`config.mk`:
```
export PLATFORM = sky130hd
export DESIGN_NAME = hashed_speckle_texel_generator_top
export DESIGN_NICKNAME = d
export VERILOG_FILES = /design/src/hw/rtl/hstg_pkg.sv /design/src/hw/rtl/hstg_mod_pipe.sv /design/src/hw/rtl/hashed_speckle_texel_generator_top.sv
export SDC_FILE = /design/constraint.sdc
export NUM_CORES = 2
export LEC_CHECK = 0
export BUFFER_PORTS_ARGS = -buffer_cell sky130_fd_sc_hd__buf_2
export CELL_PAD_IN_SITES_DETAIL_PLACEMENT = 1
export CELL_PAD_IN_SITES_GLOBAL_PLACEMENT = 1
export CORE_ASPECT_RATIO = 0.6
export CORE_MARGIN = 2
export CORE_UTILIZATION = 45
export DETAILED_ROUTE_END_ITERATION = 10
export PLACE_DENSITY_LB_ADDON = 0.1
export SYNTH_ARGS = -nofsm -noshare
export SYNTH_HDL_FRONTEND = slang
export SYNTH_SLANG_ARGS = --single-unit
```
`constraint.sdc`:
```
create_clock -name clk -period 15.2 [get_ports clk]
set_input_delay 0.76 -clock clk [delete_from_list [all_inputs] [get_ports clk]]
set_output_delay 0.76 -clock clk [all_outputs]
set_load 0.005 [all_outputs]
```
`src/hw/rtl/hstg_pkg.sv`:
```
// hstg_pkg: shared constants and types for the hashed speckle texel generator
// no dependencies; used by the top level, the modulo pipeline and the checker
`default_nettype none

package hstg_pkg;

  // swatch geometry and place hashing
  localparam int unsigned SWATCH_TEXELS = 64;
  localparam int unsigned PLACE_PRIME   = 7919;
  localparam logic [31:0] FMIX_C1       = 32'h85EBCA6B;
  localparam logic [31:0] FMIX_C2       = 32'hC2B2AE35;
  localparam logic [7:0]  OPAQUE_ALPHA  = 8'd255;

  // widths: key holds x + y*64 + 255*7919 without wrap
  localparam int unsigned KEY_W  = 21;
  localparam int unsigned ADDR_W = 22;
  localparam int unsigned SPAN_W = 9;
  localparam int unsigned REM_W  = 9;

  // modulo pipeline: hash bits retired per stage, stage count
  localparam int unsigned DIV_BITS   = 4;
  localparam int unsigned DIV_STAGES = 32 / DIV_BITS;

  // fields that ride along the pipeline next to the hash
  typedef struct packed {
    logic [7:0]        red;
    logic [7:0]        green;
    logic [7:0]        blue;
    logic [7:0]        grain;
    logic [ADDR_W-1:0] addr;
  } side_t;

endpackage

`default_nettype wire

```
`src/hw/rtl/hstg_mod_pipe.sv`:
```
// hstg_mod_pipe: pipelined hash modulo span, a few hash bits per stage
// depends on hstg_pkg; load enables come from the top level's pipeline control
`default_nettype none

module hstg_mod_pipe (
  input  wire logic                            clk,
  input  wire logic [hstg_pkg::DIV_STAGES-1:0] ld,
  input  wire logic [31:0]                     hash_i,
  input  wire logic [hstg_pkg::SPAN_W-1:0]     span_i,
  output logic      [hstg_pkg::REM_W-1:0]      rem_o
);
  import hstg_pkg::*;

  // restoring remainder over a group of hash bits, msb first
  function automatic logic [REM_W-1:0] mod_step(
    input logic [REM_W-1:0]    rem,
    input logic [DIV_BITS-1:0] bits,
    input logic [SPAN_W-1:0]   span
  );
    logic [REM_W:0]   t;
    logic [REM_W-1:0] r;
    r = rem;
    for (int i = DIV_BITS - 1; i >= 0; i--) begin
      t = {r, bits[i]};
      if (t >= {1'b0, span}) begin
        t = t - {1'b0, span};
      end
      r = t[REM_W-1:0];
    end
    return r;
  endfunction

  logic [31:0]       hash_r  [DIV_STAGES];
  logic [SPAN_W-1:0] span_r  [DIV_STAGES];
  logic [REM_W-1:0]  rem_r   [DIV_STAGES];
  logic [31:0]       hash_in [DIV_STAGES];
  logic [SPAN_W-1:0] span_in [DIV_STAGES];
  logic [REM_W-1:0]  rem_in  [DIV_STAGES];
  logic [REM_W-1:0]  rem_nxt [DIV_STAGES];

  // stage inputs: first stage from the hash, the rest from the stage before
  always_comb begin
    hash_in[0] = hash_i;
    span_in[0] = span_i;
    rem_in[0]  = '0;
    for (int j = 1; j < DIV_STAGES; j++) begin
      hash_in[j] = hash_r[j-1];
      span_in[j] = span_r[j-1];
      rem_in[j]  = rem_r[j-1];
    end
    for (int j = 0; j < DIV_STAGES; j++) begin
      rem_nxt[j] = mod_step(rem_in[j], hash_in[j][31 - DIV_BITS * j -: DIV_BITS],
                            span_in[j]);
    end
  end

  // stage registers, payload only
  always_ff @(posedge clk) begin
    for (int j = 0; j < DIV_STAGES; j++) begin
      if (ld[j]) begin
        hash_r[j] <= hash_in[j];
        span_r[j] <= span_in[j];
        rem_r[j]  <= rem_nxt[j];
      end
    end
  end

  assign rem_o = rem_r[DIV_STAGES-1];

endmodule

`default_nettype wire

```
`src/hw/rtl/hashed_speckle_texel_generator_top.sv`:
```
// the modulo pipeline retires four hash bits per stage over eight stages
// throughput: one word per cycle; stages hold their word under stall and
// empty stages fill, so input is taken while a finished word waits
// the depth is set by the key stage, the fmix32 stages (a register after
// each multiply and the last shift-xor), the modulo and output stages
// reset (rst_n low, synchronous) clears the stage valid bits only
// hashed_speckle_texel_generator_top: key, fmix32, modulo, saturating add
// depends on hstg_pkg and hstg_mod_pipe
`default_nettype none

module hashed_speckle_texel_generator_top (
  input  wire logic                      clk,
  input  wire logic                      rst_n,
  input  wire logic                      in_valid,
  output logic                           in_stall,
  input  wire logic [5:0]                in_texel_x,
  input  wire logic [5:0]                in_texel_y,
  input  wire logic [7:0]                in_terrain_index,
  input  wire logic [7:0]                in_base_red,
  input  wire logic [7:0]                in_base_green,
  input  wire logic [7:0]                in_base_blue,
  input  wire logic [7:0]                in_grain_amount,
  output logic                           out_valid,
  input  wire logic                      out_stall,
  output logic [7:0]                     out_red,
  output logic [7:0]                     out_green,
  output logic [7:0]                     out_blue,
  output logic [7:0]                     out_alpha,
  output logic [hstg_pkg::ADDR_W-1:0]    out_byte_offset
);
  import hstg_pkg::*;

  localparam int unsigned MIX_STAGES = 4;
  localparam int unsigned OUT_STAGE  = MIX_STAGES + DIV_STAGES;
  localparam int unsigned N_STAGES   = OUT_STAGE + 1;

  // add a signed offset to a channel, clamp to a byte
  function automatic logic [7:0] sat_add(
    input logic [7:0]        base,
    input logic signed [9:0] off
  );
    logic signed [10:0] s;
    s = $signed({3'b000, base}) + $signed({off[9], off});
    if (s < 0) begin
      return 8'd0;
    end else if (s > 11'sd255) begin
      return 8'd255;
    end
    return s[7:0];
  endfunction

  logic [N_STAGES-1:0] v_r;
  logic [N_STAGES-1:0] v_nxt;
  logic [N_STAGES:0]   ld;

  // a stage loads when it is empty or its word moves on
  always_comb begin
    ld[N_STAGES] = !out_stall;
    for (int k = N_STAGES - 1; k >= 0; k--) begin
      ld[k] = !v_r[k] || ld[k+1];
    end
    v_nxt[0] = ld[0] ? in_valid : v_r[0];
    for (int k = 1; k < N_STAGES; k++) begin
      v_nxt[k] = ld[k] ? v_r[k-1] : v_r[k];
    end
  end

  always_ff @(posedge clk) begin
    if (!rst_n) begin
      v_r <= '0;
    end else begin
      v_r <= v_nxt;
    end
  end

  assign in_stall  = !ld[0];
  assign out_valid = v_r[N_STAGES-1];

  // stage 0: place key and atlas address
  logic [KEY_W-1:0]  key_nxt;
  logic [KEY_W-1:0]  key_r;
  side_t             side0_nxt;
  side_t             side_r [OUT_STAGE];

  always_comb begin
    key_nxt = KEY_W'(in_texel_x)
            + KEY_W'(in_texel_y) * KEY_W'(SWATCH_TEXELS)
            + KEY_W'(in_terrain_index) * KEY_W'(PLACE_PRIME);
    side0_nxt.red   = in_base_red;
    side0_nxt.green = in_base_green;
    side0_nxt.blue  = in_base_blue;
    side0_nxt.grain = in_grain_amount;
    side0_nxt.addr  = ADDR_W'((((32'(in_terrain_index) * SWATCH_TEXELS)
                               + 32'(in_texel_y)) * SWATCH_TEXELS
                               + 32'(in_texel_x)) * 32'd4);
  end

  // stages 1..3: fmix32 with a register after each multiply and after the last shift-xor
  logic [31:0] h0;
  logic [31:0] m1_nxt;
  logic [31:0] m1_r;
  logic [31:0] m2_nxt;
  logic [31:0] m2_r;
  logic [31:0] hash_nxt;
  logic [31:0] hash_r;

  always_comb begin
    h0       = {{(32 - KEY_W){1'b0}}, key_r};
    m1_nxt   = (h0 ^ (h0 >> 16)) * FMIX_C1;
    m2_nxt   = (m1_r ^ (m1_r >> 13)) * FMIX_C2;
    hash_nxt = m2_r ^ (m2_r >> 16);
  end

  always_ff @(posedge clk) begin
    if (ld[0]) begin
      key_r     <= key_nxt;
      side_r[0] <= side0_nxt;
    end
    if (ld[1]) begin
      m1_r <= m1_nxt;
    end
    if (ld[2]) begin
      m2_r <= m2_nxt;
    end
    if (ld[3]) begin
      hash_r <= hash_nxt;
    end
    for (int k = 1; k < OUT_STAGE; k++) begin
      if (ld[k]) begin
        side_r[k] <= side_r[k-1];
      end
    end
  end

  // stages 4..11: hash modulo (2*grain + 1)
  logic [REM_W-1:0] rem;

  hstg_mod_pipe u_mod (
    .clk    (clk),
    .ld     (ld[OUT_STAGE-1:MIX_STAGES]),
    .hash_i (hash_r),
    .span_i ({side_r[MIX_STAGES-1].grain, 1'b1}),
    .rem_o  (rem)
  );

  // stage 12: signed offset, saturating add, output register
  logic signed [9:0] off;
  logic [7:0]        red_r;
  logic [7:0]        green_r;
  logic [7:0]        blue_r;
  logic [ADDR_W-1:0] addr_r;

  assign off = $signed({1'b0, rem}) - $signed({2'b00, side_r[OUT_STAGE-1].grain});

  always_ff @(posedge clk) begin
    if (ld[OUT_STAGE]) begin
      red_r   <= sat_add(side_r[OUT_STAGE-1].red, off);
      green_r <= sat_add(side_r[OUT_STAGE-1].green, off);
      blue_r  <= sat_add(side_r[OUT_STAGE-1].blue, off);
      addr_r  <= side_r[OUT_STAGE-1].addr;
    end
  end

  assign out_red         = red_r;
  assign out_green       = green_r;
  assign out_blue        = blue_r;
  assign out_alpha       = OPAQUE_ALPHA;
  assign out_byte_offset = addr_r;

endmodule

`default_nettype wire

```
# Yosys cells after proc, flatten, opt, wreduce, memory -nomap -nowiden
# Memory sizes are Yosys's and may differ from the RTL's.
# Cells that the tools add are included.
# word_totals
input_bits	56
n_memories	4
output_inout_bits	56
register_bits	176
mem_bits_rw	1048
word_cells	211
# memory_table
memory	words	width	rd	rd_clocked_by_memory_dff	write_ports	line	source
side_r	12	54	12	0	12	hashed_speckle_texel_generator_top.sv:83	side_t side_r [OUT_STAGE];
u_mod.hash_r	8	32	7	0	8	hstg_mod_pipe.sv:33	logic [31:0] hash_r [DIV_STAGES];
u_mod.rem_r	8	9	8	0	8	hstg_mod_pipe.sv:35	logic [REM_W-1:0] rem_r [DIV_STAGES];
u_mod.span_r	8	9	7	0	8	hstg_mod_pipe.sv:34	logic [SPAN_W-1:0] span_r [DIV_STAGES];
# op_classes
add_sub_neg	40
n_bitwise	3
reduce_logical	28
n_mux	74
mul	3
n_lt_le_gt_ge	38
# ops
op	count
$ge A10 B9 Y1	31
$mux W9	32
$sub A9 B9 Y9	31
$mux W8	9
$add A9 B10 Y11	3
$gt A11 B9 Y1 const B	3
$lt A11 B1 Y1 const B	3
$mux W1	33
$mul A21 B32 Y32 const B	1
$mul A32 B31 Y32 const B	1
$xor A32 B16 Y32	1
$xor A32 B19 Y32	1
$add A13 B21 Y21	1
$mul A8 B13 Y21 const B	1
$xor A21 B5 Y21	1
$add A20 B6 Y20	1
$logic_not A1 Y1	15
$add A14 B6 Y14	1
$add A6 B12 Y13	1
$logic_or A1 B1 Y1	13
$sub A9 B8 Y10	1
$ge A1 B9 Y1	1
$sub A1 B9 Y9	1

# Logic depth before layout (Yosys ltp)
# logic_depth
depth_word	16
ltp_mapped	35
mapped_depth_nobuf	33

# Modules after synthesis
# Synthesis repeated with hierarchy kept, for this count alone.
# hier_totals
hier_cells	5208
area_unflattened_um2	66502.5
# by_module_without_submodules
mod	seq_area_each_um2	area_each_um2	n_inst	cells_per_inst
hashed_speckle_texel_generator_top	23832.9	44609.0	1	3044
hstg_mod_pipe	7417.1	21893.5	1	2164

# Least setup slack after synthesis
# Ideal clock, no wire load.
# synth_path
path_kind	register -> register
from	mem u_mod.span_r[1][1] (netlist: u_mod.span_r[0][10])
to	mem u_mod.rem_r[2][1] (netlist: u_mod.rem_r[0][19]), data pin
required_time_ps	14940
stages_incl_launch_ff	33
period_less_slack_ps	8453
path_buffers	2
setup_ps	260
path_slack_ps	6747
t_arrival_ps	8194
cell_sequence	edfxtp_1 > inv_1 > fa_1 > a211oi_1 > o21ai_1 > a211oi_1 > o31ai_1 > mux2_2 > ha_1 > a21o_1 > a21oi_1 > o211ai_1 > o21ai_0 > and4_1 > clkbuf_1 > clkbuf_1 > mux2_2 > ha_1 > nor2b_1 > o21ai_0 > a21oi_1 > o41a_1 > a2111oi_4 > xnor2_1 > fa_1 > a21o_1 > a21oi_1 > nor2_1 > nor2_1 > o211ai_1 > a21oi_1 > nand2_2 > mux2_2
# synth_lines
item	line
from (decl)	hstg_mod_pipe.sv:34
to (decl)	hstg_mod_pipe.sv:35

==> impl_metrics.toml <==
[outcome]
outcome = "finished, final reports clean"

[setup_path]
arrival_ps = 10220
critPathMaxFanout = 13
crit_top_cell = "a21oi_1"
cp_slowest_stage_delay_ps = 900
start_kind = "flop"
crit_slowest_cell = "o31ai_1"
startpoint = "u_mod.span_r[0][10]"
end_kind = "flop"
critical_path_class = "reg2reg"
required_ps = 15620
r2r-start = "u_mod.span_r[0][10]"

[timing]
fmax_ghz = 0.102
fin_crit_ps = 9800
final.period_utilization = 0.645
relSlewSlack = 0.248
fin_tns_setup_ps = 0
finalMaxSlewViolations = 0
finalHoldViolations = 0
tightest_slew_ps = 1130
rsz0062_at_grt = "false"
report.final.setup_viol = 0
fin_skew_ps = 35.2

[synth]
synth_top_area_frac = 0.456
synth_edf_count = 969
yosys-top-cells-area = "edfxtp_1 (46%), ha_1 (14%), fa_1 (14%)"
ys.flop_type = "edfxtp_1"
yosysMostFrequentCell = "edfxtp_1"
netlist_area_sq_um = 63800
ys_top_cells_by_count = "edfxtp_1 (969), inv_1 (809), ha_1 (713)"
synth-seq-area-share = 0.460
postSynthCellCount = 4922
yosysTopAreaCell = "edfxtp_1"
async_reset_ff_frac = 0
syn-mean-instance-area_sq_um = 13.0
yosys.cell_types.count = 78
synth_seq_cells = 982
yosysWarnings = 0

[routing]
ant_nets = 0
drc = 0
drtIter0Drc = 2579
drt-vias-per-instance = 5.29
vias = 37636
drt_first_pass_iters = 5
post_drt_wl_per_cell_um = 22.4
wirelength_mm = 159

[clocking]
numCtsBuffers = 92
cts_root_buf = "clkbuf_16"
cts_tree = "built"
insertion_delay_ps = 690
clock-sinks = 982
cts_setup_buffers = 0
clock_path_buffers = 3
clkTransAtPathRegs_ps = 70
cts_resized = 0
htree_levels = 3
cts_hold_buf = 0

[grt]
antenna_found_initial = 5
grt_util_all_layers = 0.220
grt-ovfl-total = 0
grt_pass1_wl_mm = 243
grt_pass1_vias = 39150
grt_max_degree = 71

[placement]
hpwl_mm = 127
port_buffers = 101
gp_congestion = 0.869

[floorplanning]
fp.dieW_um = 490
core-area_sq_um = 141000
rows = 107
fp.dieH_um = 296
initial_utilization = 0.452
ios = 112
dieArea_sq_um = 145000

[layout]
seq_area_sq_um = 29400
nFillCells = 14472
finalNetCount = 6335
layout-drive-gt1-share = 0.0948
multi_input_area_sq_um = 31400
area_growth_pct = 9.39

[flow_run]
maxCapViolCount = 0

[worst_hold_path]
worst_hold_startpoint = "in_grain_amount[6]"
min_path_type = "in2reg"
final cells by class:
type,count,area share
Multi-Input combinational cell,3108,0.449
Sequential cell,982,0.420
Inverter,809,0.0436
Clock buffer,117,0.0349
Tap cell,1907,0.0342
Timing Repair Buffer,133,0.0107
Clock inverter,52,0.00709
Antenna cell,1,0.0000358
critical path, delay by kind of cell, from the launching register on:
kind	cells	cell delay, ps
XOR/XNOR	2	540
multiplexers	2	740
AO/OA/AOI/OAI	16	4710
flip-flops	1	440
buffers and inverters	1	310
adder cells (fa/ha/maj)	4	1600
AND/OR/NAND/NOR	5	1160
worst paths after layout:
path	cells after the start	endpoint	slack [ps]
max	30	u_mod.rem_r[0][22]	5400
min	1	side_r[0][28]	260
max reg2reg	30	u_mod.rem_r[0][22]	5400
min reg2reg	0	side_r[11][46]	400
through the flow:
stage	worst slack (ps)	hold slack, ps	util	std cells	cell area (sq um)
CTS	5410	197	0.494	7108	69800
global placement	5720	400	0.473	6939	66900
floorplan	6750	400	-	4930	63900
global route	4520	206	0.494	7109	69800
finish	5400	257	0.494	7109	69800
detailed placement	5430	405	0.473	6939	66900
sequential cells by signal (all words and copies together), names as in the netlist, 13 cells and up:
signal and flops:
hash_r 32, key_r 21, m1_r 32, m2_r 32
out_byte_offset 20, side_r 575, u_mod.hash_r 112, u_mod.rem_r 72
u_mod.span_r 49, v_r 13
layer usage:
| layer | GRT usage | routed length [um] | vias up |
|---|---|---|---|
| met2 | 0.292 | 60600 | 697 |
| met4 | 0.0254 | 1430 | 0 |
| li1 | - | - | 17659 |
| met5 | 0 | 0 | - |
| met1 | 0.378 | 89100 | 19171 |
| met3 | 0.0318 | 8020 | 109 |
cells in the final DEF, fill, tap and decap left out, types with 9 or more instances in the layout:
master / instances
and3_1: 22
clkinv_1: 16
o41ai_1: 10
o21a_1: 39
a21boi_0: 12
a21oi_1: 251
a21o_1: 108
or3_1: 9
mux2i_1: 20
dfxtp_1: 13
xnor2_1: 244
nor3_1: 35
clkbuf_1: 23
inv_1: 803
o21bai_1: 43
and2_1: 15
clkinv_2: 13
mux2_2: 160
fa_1: 440
nor2_1: 175
buf_4: 32
clkbuf_16: 94
a211oi_1: 24
xor2_1: 155
o31ai_1: 9
nor2b_1: 41
nand2_1: 119
o21ai_0: 145
nand2b_1: 14
conb_1: 10
buf_2: 101
edfxtp_1: 969
nand4_1: 40
ha_1: 713
nand3_1: 60
or2_2: 18
o211ai_1: 25
kinds of logic (layout without fill, tap and decap cells):
family | Yosys count | after routing | synth area share
AO/OA/AOI/OAI | 768 | 768 | 0.0788
XOR/XNOR | 399 | 399 | 0.0547
adder cells (fa/ha/maj) | 1153 | 1153 | 0.278
buffers and inverters | 840 | 1111 | 0.0504
flip-flops | 982 | 982 | 0.460
multiplexers | 188 | 188 | 0.0332
other | 2 | 11 | 0.000118
AND/OR/NAND/NOR | 590 | 590 | 0.0453
Power is not shown: default switching activity piles up to over one toggle a cycle in this logic, so the estimate is an artifact.
